### src/design/rc4_pkg.sv
// Package for the RC4 keystream block: types and constants.
// No dependencies.
`timescale 1ns / 1ps
package rc4_pkg;
    localparam logic KIND_LOAD    = 1'b0;
    localparam logic KIND_REQUEST = 1'b1;
    localparam logic [1:0] REG_ENTRIES = 2'd0;
    localparam logic [1:0] REG_KEYLEN  = 2'd1;
    localparam logic [1:0] REG_ROUNDS  = 2'd2;
    localparam logic [1:0] REG_STEPS   = 2'd3;
    localparam int CFG_IDX_W  = 3;
    localparam int CFG_DATA_W = 17;

    typedef struct packed {
        logic       kind;
        logic [7:0] key_index;
        logic [7:0] key_value;
    } in_item_t;

    typedef struct packed {
        logic [7:0] keystream_byte;
        logic       key_missing;
    } out_item_t;

    // Controller to datapath
    typedef struct packed {
        logic init_start;   // load table identity and counters
        logic ksa_start;
        logic gen_start;
        logic sched_done;   // clear gen indices
    } dp_cmd_t;

    // Datapath to controller
    typedef struct packed {
        logic init_done;
        logic ksa_done;
        logic gen_done;
    } dp_status_t;
endpackage

### src/design/rc4_ram.sv
// Generic single-write, single-read RAM with registered read data.
// No dependencies.
`timescale 1ns / 1ps
module rc4_ram #(
    parameter int WIDTH = 8,
    parameter int DEPTH = 256
) (
    input  logic                     clk,
    input  logic                     we,
    input  logic [$clog2(DEPTH)-1:0] waddr,
    input  logic [WIDTH-1:0]         wdata,
    input  logic [$clog2(DEPTH)-1:0] raddr,
    output logic [WIDTH-1:0]         rdata
);
    logic [WIDTH-1:0] mem [DEPTH];
    always_ff @(posedge clk)
    begin
        if (we)
        begin
            mem[waddr] <= wdata;
        end
        rdata <= mem[raddr];
    end
endmodule

### src/design/rc4_dp.sv
// Datapath of the RC4 block: permutation RAM, key RAM, indices and
// step sequencing. Depends on rc4_pkg and rc4_ram.
`timescale 1ns / 1ps
module rc4_dp #(
    parameter int MAX_ENTRIES   = 256,
    parameter int MAX_KEY_BYTES = 256
) (
    input  logic              clk,
    input  logic              rst_n,
    input  logic              key_we,
    input  logic [7:0]        key_waddr,
    input  logic [7:0]        key_wdata,
    input  logic [8:0]        n_val,
    input  logic [8:0]        len_val,
    input  logic [16:0]       rounds_val,
    input  logic [8:0]        steps_val,
    input  rc4_pkg::dp_cmd_t  cmd,
    output rc4_pkg::dp_status_t status,
    output logic [7:0]        last_byte
);
    import rc4_pkg::*;
    localparam int AW = $clog2(MAX_ENTRIES);
    localparam int KW = (MAX_KEY_BYTES > 1) ? $clog2(MAX_KEY_BYTES) : 1;

    localparam logic [4:0] P_IDLE = 5'd0, P_INIT = 5'd1, P_K0 = 5'd2, P_K1 = 5'd3,
        P_K2 = 5'd4, P_K3 = 5'd5, P_K4 = 5'd6, P_G0 = 5'd7, P_G1 = 5'd8, P_G2 = 5'd9,
        P_G3 = 5'd10, P_G4 = 5'd11, P_G5 = 5'd12, P_G6 = 5'd13, P_G7 = 5'd14,
        P_M1 = 5'd15, P_M2 = 5'd16;

    logic [4:0]  ph_reg, ph_next;
    logic [4:0]  ret_reg, ret_next;
    logic [8:0]  a_reg, a_next;     // table index i / a
    logic [8:0]  b_reg, b_next;     // key index
    logic [8:0]  j_reg, j_next;
    logic [16:0] cnt_reg, cnt_next;
    logic [7:0]  si_reg, si_next;
    logic [7:0]  gi_reg, gi_next, gj_reg, gj_next;
    logic [7:0]  last_reg, last_next;
    logic [9:0]  rem_reg, rem_next;

    logic          s_we;
    logic [AW-1:0] s_waddr, s_raddr;
    logic [7:0]    s_wdata, s_rdata, k_rdata;
    logic [KW-1:0] k_raddr;
    logic [8:0]    a_inc, b_inc;

    rc4_ram #(.WIDTH(8), .DEPTH(MAX_ENTRIES)) u_perm (
        .clk(clk), .we(s_we), .waddr(s_waddr), .wdata(s_wdata),
        .raddr(s_raddr), .rdata(s_rdata)
    );
    rc4_ram #(.WIDTH(8), .DEPTH(MAX_KEY_BYTES)) u_key (
        .clk(clk), .we(key_we), .waddr(key_waddr[KW-1:0]), .wdata(key_wdata),
        .raddr(k_raddr), .rdata(k_rdata)
    );

    // three compare-and-subtract stages of the remainder by n
    function automatic logic [9:0] red3(input logic [9:0] x, input logic [8:0] n,
                                        input int hi);
        logic [17:0] r;
        logic [17:0] d;
        r = {8'd0, x};
        for (int k = 0; k < 3; k++)
        begin
            d = {9'd0, n} << (hi - k);
            if (r >= d)
            begin
                r = r - d;
            end
        end
        return r[9:0];
    endfunction

    always_comb
    begin
        a_inc = (a_reg + 9'd1 >= n_val) ? 9'd0 : a_reg + 9'd1;
        b_inc = (b_reg + 9'd1 >= len_val) ? 9'd0 : b_reg + 9'd1;
    end

    always_comb
    begin
        ph_next = ph_reg; ret_next = ret_reg; a_next = a_reg; b_next = b_reg;
        j_next = j_reg; cnt_next = cnt_reg; si_next = si_reg; gi_next = gi_reg;
        gj_next = gj_reg; last_next = last_reg; rem_next = rem_reg;
        s_we = 1'b0; s_waddr = a_reg[AW-1:0]; s_wdata = si_reg;
        s_raddr = a_reg[AW-1:0]; k_raddr = b_reg[KW-1:0];
        status = '0;
        if (cmd.sched_done)
        begin
            gi_next = '0; gj_next = '0;
        end
        case (ph_reg)
            P_IDLE:
            begin
                if (cmd.init_start)
                begin
                    a_next = '0; ph_next = P_INIT;
                end
                else if (cmd.ksa_start)
                begin
                    a_next = '0; b_next = '0; j_next = '0;
                    cnt_next = rounds_val - 17'd1; ph_next = P_K0;
                end
                else if (cmd.gen_start)
                begin
                    a_next = {1'b0, gi_reg}; j_next = {1'b0, gj_reg};
                    cnt_next = {8'd0, steps_val} - 17'd1; ph_next = P_G0;
                end
            end
            P_INIT:
            begin
                s_we = 1'b1; s_wdata = a_reg[7:0];
                a_next = a_reg + 9'd1;
                if (a_reg + 9'd1 >= n_val)
                begin
                    ph_next = P_IDLE; status.init_done = 1'b1;
                end
            end
            P_K0: ph_next = P_K1;   // reads of S[a], K[b] in flight
            P_K1:
            begin
                si_next = s_rdata;
                rem_next = red3({1'b0, j_reg} + {2'd0, s_rdata} + {2'd0, k_rdata},
                                n_val, 8);
                ret_next = P_K2; ph_next = P_M1;
            end
            P_M1:
            begin
                rem_next = red3(rem_reg, n_val, 5); ph_next = P_M2;
            end
            P_M2:
            begin
                rem_next = red3(rem_reg, n_val, 2); ph_next = ret_reg;
            end
            P_K2:
            begin
                j_next = rem_reg[8:0]; s_raddr = rem_reg[AW-1:0]; ph_next = P_K3;
            end
            P_K3:
            begin
                s_we = 1'b1; s_waddr = a_reg[AW-1:0]; s_wdata = s_rdata;
                ph_next = P_K4;
            end
            P_K4:
            begin
                s_we = 1'b1; s_waddr = j_reg[AW-1:0]; s_wdata = si_reg;
                a_next = a_inc; b_next = b_inc;
                if (cnt_reg == '0)
                begin
                    ph_next = P_IDLE; status.ksa_done = 1'b1;
                end
                else
                begin
                    cnt_next = cnt_reg - 17'd1; ph_next = P_K0;
                end
            end
            P_G0:
            begin
                rem_next = red3({1'b0, a_reg} + 10'd1, n_val, 8);
                ret_next = P_G1; ph_next = P_M1;
            end
            P_G1:
            begin
                a_next = rem_reg[8:0]; s_raddr = rem_reg[AW-1:0]; ph_next = P_G2;
            end
            P_G2:
            begin
                si_next = s_rdata;
                rem_next = red3({1'b0, j_reg} + {2'd0, s_rdata}, n_val, 8);
                ret_next = P_G3; ph_next = P_M1;
            end
            P_G3:
            begin
                j_next = rem_reg[8:0]; s_raddr = rem_reg[AW-1:0]; ph_next = P_G4;
            end
            P_G4:
            begin
                // s_rdata = S[j]; swap: S[i] <= S[j], S[j] <= si
                s_we = 1'b1; s_waddr = a_reg[AW-1:0]; s_wdata = s_rdata;
                si_next = s_rdata;  // new S[i]
                last_next = si_reg; // new S[j] held in last temporarily
                ph_next = P_G5;
            end
            P_G5:
            begin
                s_we = 1'b1; s_waddr = j_reg[AW-1:0]; s_wdata = last_reg;
                rem_next = red3({2'd0, si_reg} + {2'd0, last_reg}, n_val, 8);
                ret_next = P_G6; ph_next = P_M1;
            end
            P_G6:
            begin
                s_raddr = rem_reg[AW-1:0]; ph_next = P_G7;
            end
            P_G7:
            begin
                last_next = s_rdata;
                if (cnt_reg == '0)
                begin
                    gi_next = a_reg[7:0]; gj_next = j_reg[7:0];
                    status.gen_done = 1'b1; ph_next = P_IDLE;
                end
                else
                begin
                    cnt_next = cnt_reg - 17'd1; ph_next = P_G0;
                end
            end
            default: ph_next = P_IDLE;
        endcase
    end

    always_ff @(posedge clk or negedge rst_n)
    begin
        if (!rst_n)
        begin
            ph_reg <= P_IDLE; gi_reg <= '0; gj_reg <= '0;
        end
        else
        begin
            ph_reg <= ph_next; gi_reg <= gi_next; gj_reg <= gj_next;
        end
    end

    always_ff @(posedge clk)
    begin
        a_reg <= a_next; b_reg <= b_next; j_reg <= j_next; cnt_reg <= cnt_next;
        si_reg <= si_next; last_reg <= last_next; ret_reg <= ret_next;
        rem_reg <= rem_next;
    end

    assign last_byte = last_next;
endmodule

### config.mk
export PLATFORM = sky130hd
export DESIGN_NAME = rc4_dp
export DESIGN_NICKNAME = d
export VERILOG_FILES = /design/src/design/rc4_pkg.sv /design/src/design/rc4_ram.sv /design/src/design/rc4_dp.sv
export SDC_FILE = /design/constraint.sdc
export NUM_CORES = 2
export LEC_CHECK = 0
export BUFFER_PORTS_ARGS = -buffer_cell sky130_fd_sc_hd__buf_2
export CAP_MARGIN = 10
export CORE_AREA = 2 2 519 521
export CTS_CLUSTER_DIAMETER = 200
export CTS_CLUSTER_SIZE = 28
export DETAILED_ROUTE_END_ITERATION = 12
export DIE_AREA = 0 0 521 523
export HOLD_SLACK_MARGIN = 0.15
export PLACE_DENSITY = 0.81
export SYNTH_ARGS = -nofsm -noshare
export SYNTH_HDL_FRONTEND = slang
export SYNTH_SLANG_ARGS = --single-unit
### constraint.sdc
create_clock -name clk -period 32.3 [get_ports clk]
set_input_delay 0 -clock clk [delete_from_list [all_inputs] [get_ports clk]]
set_output_delay 0 -clock clk [all_outputs]
set_load 0.02 [all_outputs]
* After elaboration in Yosys (flattened, before gate mapping)
Memory sizes are Yosys's and may differ from the RTL's. A register that Yosys moved wholly into a read port is not among the register bits. Cells that the tools add are included.
Cells by class: add/subtract/negate cells 27, order comparisons 20, equality and inequality tests 22, muxes and demuxes 77, reductions and logical operators 21
Operators by type and width (count):
- $mux 18 | 24
- $mux 9 | 10
- $ge 18x15->1 | 4
- $ge 18x16->1 | 4
- $sub 18x16->18 | 4
- $pmux 5 s14 | 1
- $mux 17 | 4
- $mux 8 | 8
- $mux 10 | 6
- $pmux 10 s6 | 1
- $sub 10x17->18 | 3
- $ge 10x17->1 | 3
- $sub 10x10->10 | 5
- $eq 5x4->1 const B | 8
- $pmux 9 s2 | 2
- $pmux 9 s4 | 1
- $pmux 17 s2 | 1
- $sub 17x1->17 const B | 2
- $pmux 8 s3 | 1
- $eq 5x3->1 const B | 4
- $mux 5 | 4
- $pmux 5 s4 | 1
- $add 9x1->9 const B | 2
- $ge 18x10->1 | 1
- other kinds (40) | 63
Storage, ports and cells: register bits after elaboration 96, memory bits (writable) 4096, bits of input ports 67, output and inout port bits 11, word-level logic and storage cells 180, memories kept 2
Memories:
- u_key.mem | depth 256, width 8, rd ports 1, clocked after memory_dff 1, wr ports 1, RTL line rc4_ram.sv:15 | logic [WIDTH-1:0] mem [DEPTH];
- u_perm.mem | depth 256, width 8, rd ports 1, clocked after memory_dff 1, wr ports 1, RTL line rc4_ram.sv:15

* Logic depth before layout (Yosys ltp)
word-level depth 11, mapped depth 38, depth with buffers taken out 37

* By module
A second synthesis with hierarchy kept.
Second synthesis, totals: cell total of the unflattened synthesis 9201, area, all modules 173123.5 um^2
By module, submodules not included:
- rc4_ram | instances 2, cells each 3733, area an instance 79556.3 um^2, seq. area each 61659.1 um^2
- rc4_dp | instances 1, cells each 1735, area an instance 14010.9 um^2, seq. area each 2667.6 um^2

* Least setup slack after synthesis
No wires, ideal clock.
path type reg2reg, start register ph_reg[3], end memory u_perm.mem[0][1] (data pin), library setup time 2189 ps, arrival time 11748 ps, data required time 30111 ps, path slack 18364 ps, cell stages (with the launch flop) 11, buffers on the path 3, clock period less this slack 13936 ps, cell sequence dfrtp_1 clkbuf_1 clkinv_1 nand2_1 nor2_1 a21oi_1 nor2_1 or3_1 clkbuf_1 clkbuf_1 o21ai_0
Between the ends: cells in the longest elaborated chain, start to end 3, elaborated cells on any way between the ends 6, those cells by class eq/ne (4); mux (1); reduce/logical (1)
RTL lines:
- start, declared | RTL line rc4_dp.sv:30 | logic [4:0] ph_reg, ph_next;
- start signal, assigned | RTL line rc4_dp.sv:218 | ph_reg <= ph_next; gi_reg <= gi_next; gj_reg <= gj_next;
- $eq 5x4->1 / $eq 5x3->1 (equally long branches) | RTL line rc4_dp.sv:91 | case (ph_reg)
- $reduce_or 2->1 (no source line)
- $pmux 8 s3 (*) | RTL line rc4_dp.sv:91
- named net s_wdata[1] | RTL line rc4_dp.sv:43 | logic [7:0] s_wdata, s_rdata, k_rdata;
- end, declared | RTL line rc4_ram.sv:15
The timed path passes the listed nets; every way through them passes the cells marked *.

* Worst setup path after layout
start register j_reg[0], end register rem_reg[7] (data pin)
Between the ends: cells in the longest elaborated chain, start to end 11, elaborated cells on any way between the ends 25, those cells by class add/sub (8); order compare (6); mux (11)
RTL lines:
- start, declared | RTL line rc4_dp.sv:34 | logic [8:0] j_reg, j_next;
- start signal, assigned | RTL line rc4_dp.sv:224 | a_reg <= a_next; b_reg <= b_next; j_reg <= j_next; cnt_reg <= cnt_next;
- $add 9x8->10 (*) | RTL line rc4_dp.sv:122, rc4_dp.sv:168
- $add 10x8->10 | RTL line rc4_dp.sv:122 | rem_next = red3({1'b0, j_reg} + {2'd0, s_rdata} + {2'd0, k_rdata},
- $sub 10x17->18 / $ge 10x17->1 (equally long branches) | RTL line rc4_dp.sv:67, rc4_dp.sv:65
- $mux 18 | RTL line rc4_dp.sv:65 | if (r >= d)
- $mux 18 | RTL line rc4_dp.sv:91
- $sub 18x16->18 / $ge 18x16->1 (equally long branches) | RTL line rc4_dp.sv:67, rc4_dp.sv:65
- $mux 18 | RTL line rc4_dp.sv:65
- $mux 18 | RTL line rc4_dp.sv:91
- $ge 18x15->1 / $sub 10x10->10 (equally long branches) | RTL line rc4_dp.sv:65, rc4_dp.sv:67
- $mux 10 | RTL line rc4_dp.sv:65
- $pmux 10 s6 (*) | RTL line rc4_dp.sv:91
- named net rem_next[7] | RTL line rc4_dp.sv:39 | logic [9:0] rem_reg, rem_next;
- end signal, assigned | RTL line rc4_dp.sv:226 | rem_reg <= rem_next;
- end, declared | RTL line rc4_dp.sv:39
The timed path passes the listed nets; every way through them passes the cells marked *. The select of a mux whose other input is x is not followed. A chain may end at the register's enable or synchronous reset.

==> impl_metrics.ini <==
[timing]
skew_ns = 0.0856
period_needed_ns = 9.59
drv_slew = 0
fmax_mhz = 104
maxSlewHeadroom_pct = 8.24
rsz0062_at_grt = false
period_share_pct = 29.7
hold_viol_final = 0
setup_viol = 0
tightest_slew_ns = 1.38
fin_setup_tns_ns = 0

[pwr]
clock_power_share_pct = 15.9
max-vdd-ir-drop_mv = 0.200
p_leak_uw = 0.0577
power.internal_uw = 10200
sequentialPowerShare_pct = 44.3
p_sw_share_pct = 36.5
switching_power_uw = 5840
cellPowerDensity_nw_per_um2 = 87.6
p_comb_share_pct = 39.7

[critical_path]
startpoint_type = register
crit_type = reg2reg
worst-path-max-fanout = 11
cpMaxStageDelayCell = edfxtp_1
rr_endpoint = rem_reg[7]$_DFFE_PP_
ff2ff_setup_slack_ns = 22.71
worstRegToRegCells = 38
crit_path_max_incr_delay_ns = 0.49
cp_data_arrival_time_ns = 10.26
cpMostUsedCell = ha_1
required_ns = 32.96
end_kind = register
reg2reg_from = j_reg[0]$_DFFE_PP_

[grt]
track_usage_pct = 31.4
antenna_found_initial = 17
grt_max_degree = 249
overflow = 0
grt_pass1_vias = 93100
grt_pass1_wl_um = 628000

[route]
drc = 0
viasPerCell = 7.23
wl_per_cell_um = 32.8
vias = 94800
finalWirelength_um = 430000
dr.first_iter.drc_count = 14600
drtPass1Iterations = 8
ant_nets = 0

[place]
port_buffers = 77
place_area_um2 = 177000
gp_congestion = 0.935
dp_hpwl_um = 256000

[worst_hold_path]
hold_class = in2reg
min_path_cells = 2
whs_endpoint = u_key.mem[235][6]$_DFFE_PP_
hp-start = key_wdata[6]

[floorplanning]
dieHeight_um = 523
std_cell_rows = 190
dieArea_um2 = 272000
core_area_um2 = 267000
dieWidth_um = 521
io_pins = 78
initial_core_util_pct = 64.7

[finish]
stdcell_area_um2 = 183000
nets = 9779
syn_to_final_growth_pct = 5.95
drive_gt1_share_pct = 14.3
fillers = 15800

[logic_synthesis]
netlist_instances = 9524
synth_edf_count = 4162
ys_types = 83
yosysTopAreaCell = edfxtp_1
synth-main-ff-cell = edfxtp_1
synth_seq_cells = 4207
synth_top_area_share_pct = 72.4
yosysSeqAreaShare_pct = 72.9
synth_fp_nets = 9786
synthTopCellsByCount = edfxtp_1 (4,162), mux4_2 (831), nor2_1 (712), mux2i_1 (526), nand2_1 (479)
synth_most_common_cell = edfxtp_1
ys_async_sr_fraction_pct = 0.499
netlist_top_cells_area = edfxtp_1 (72%), mux4_2 (11%), mux2i_1 (3.0%), nor2_1 (1.5%), ha_1 (1.3%)
syn_avg_cell_area_um2 = 18.1
yosys_warnings = 0
synth_area_um2 = 173000

[clock_tree]
cts_tree = built
cts_buffers = 168
cts_max_path_buffers = 3
clk_pin_slew_worst_paths_ns = 0.12
cts_resized = 0
root_buffer = clkbuf_16
htree_num_levels = 4
clock_sinks = 4207
clk_latency_ns = 0.92

[outcome]
status = completed

[job]
maxCapViolCount = 0
==> repair_timing <==
item / in CTS / in global routing
endpoints found under the setup margin: 0 / 0
hold buffers: 100 / 0
endpoints found under the hold margin: 1067 / 0
setup buffers: 0 / 0
==> worst max-delay path by stage <==
stage / from / to / slack, ns / cells past startpoint
after floorplan: ph_reg[3]$_DFFE_PN0P_ / u_perm.mem[0][1]$_DFFE_PP_ / 18.36 / 10
after global placement: j_reg[0]$_DFFE_PP_ / rem_reg[7]$_DFFE_PP_ / 22.69 / 38
after detailed placement: j_reg[0]$_DFFE_PP_ / rem_reg[7]$_DFFE_PP_ / 22.77 / 38
after CTS: j_reg[0]$_DFFE_PP_ / rem_reg[7]$_DFFE_PP_ / 22.71 / 38
after global routing: j_reg[0]$_DFFE_PP_ / rem_reg[7]$_DFFE_PP_ / 21.87 / 38
final: j_reg[0]$_DFFE_PP_ / rem_reg[7]$_DFFE_PP_ / 22.71 / 38
==> layout make-up <==
class / count / area [um2] / area share [%]
clock buffers: 187 / 4300 / 2.35
clock inverters: 16 / 377 / 0.206
diodes: 9 / 22.5 / 0.0123
flip-flops and latches: 4207 / 126000 / 68.8
inverters: 112 / 423 / 0.231
multi-input cells: 4690 / 44600 / 24.4
repair buffers: 338 / 2860 / 1.56
well taps: 3552 / 4440 / 2.43
==> per-stage QoR <==
stage / hold slack (ns) / cells / setup slack, ns / total power [uW] / util (%)
3_5_place_dp: 0.0385 / 12800 / 22.77 / 13400 / 66.4
5_1_grt: 0.214 / 13100 / 21.87 / 16500 / 68.5
4_1_cts: 0.151 / 13100 / 22.71 / 15900 / 68.5
3_3_place_gp: 0.0217 / 12800 / 22.69 / 13200 / 66.4
6_report: 0.208 / 13100 / 22.71 / 16000 / 68.5
2_1_floorplan: -0.296 / 9524 / 18.36 / 11600 / -
==> power by group through the flow <==
stage / sequential [uW] / combinational, uW / clock, uW
final: 7100 / 6370 / 2550
after global routing: 7110 / 6700 / 2700
after CTS: 7090 / 6270 / 2550
after detailed placement: 7210 / 6180 / 0
after global placement: 7200 / 5990 / 0
after floorplan: 7560 / 4050 / 0
==> cells by family after synthesis <==
family	after synthesis	share of synthesized area (%)
xor+xnor	124	0.629
mux	1393	14.1
flops	4207	72.9
compound gates	1298	5.10
simple gates	1680	4.30
fa+ha+maj	195	1.50
buf+inv	627	1.41
==> critical path, delay by kind of cell, from the launching register on <==
kind	cells	cell delay [ns]
multiplexers	3	0.70
flip-flops	1	0.49
AO/OA/AOI/OAI	18	4.36
AND/OR/NAND/NOR	8	1.33
adder cells (fa/ha/maj)	6	1.93
buffers and inverters	3	0.53
==> routing by layer <==
metal | wire length (um) | track usage (%)
met1 | 154000 | 43.4
met2 | 206000 | 49.8
met3 | 49700 | 6.70
met4 | 19600 | 12.5
met5 | 117 | 0
==> layout by cell type, fill, tap and decap left out, types with 35 or more instances in the layout <==
cell / count
a211oi_1: 36
a21o_1: 50
a21oi_1: 281
a22oi_1: 127
buf_2: 70
buf_4: 146
clkbuf_16: 169
dlygate4sd3_1: 99
edfxtp_1: 4162
ha_1: 175
inv_1: 108
mux2_2: 35
mux2i_1: 520
mux4_2: 831
nand2_1: 469
nand2b_1: 44
nand3_1: 95
nand4_1: 51
nor2_1: 709
nor2b_1: 45
nor3_1: 79
o21ai_0: 168
o221ai_1: 242
o22ai_1: 193
xnor2_1: 64
xor2_1: 60
No activity file was read; power rests on OpenSTA's default activity.
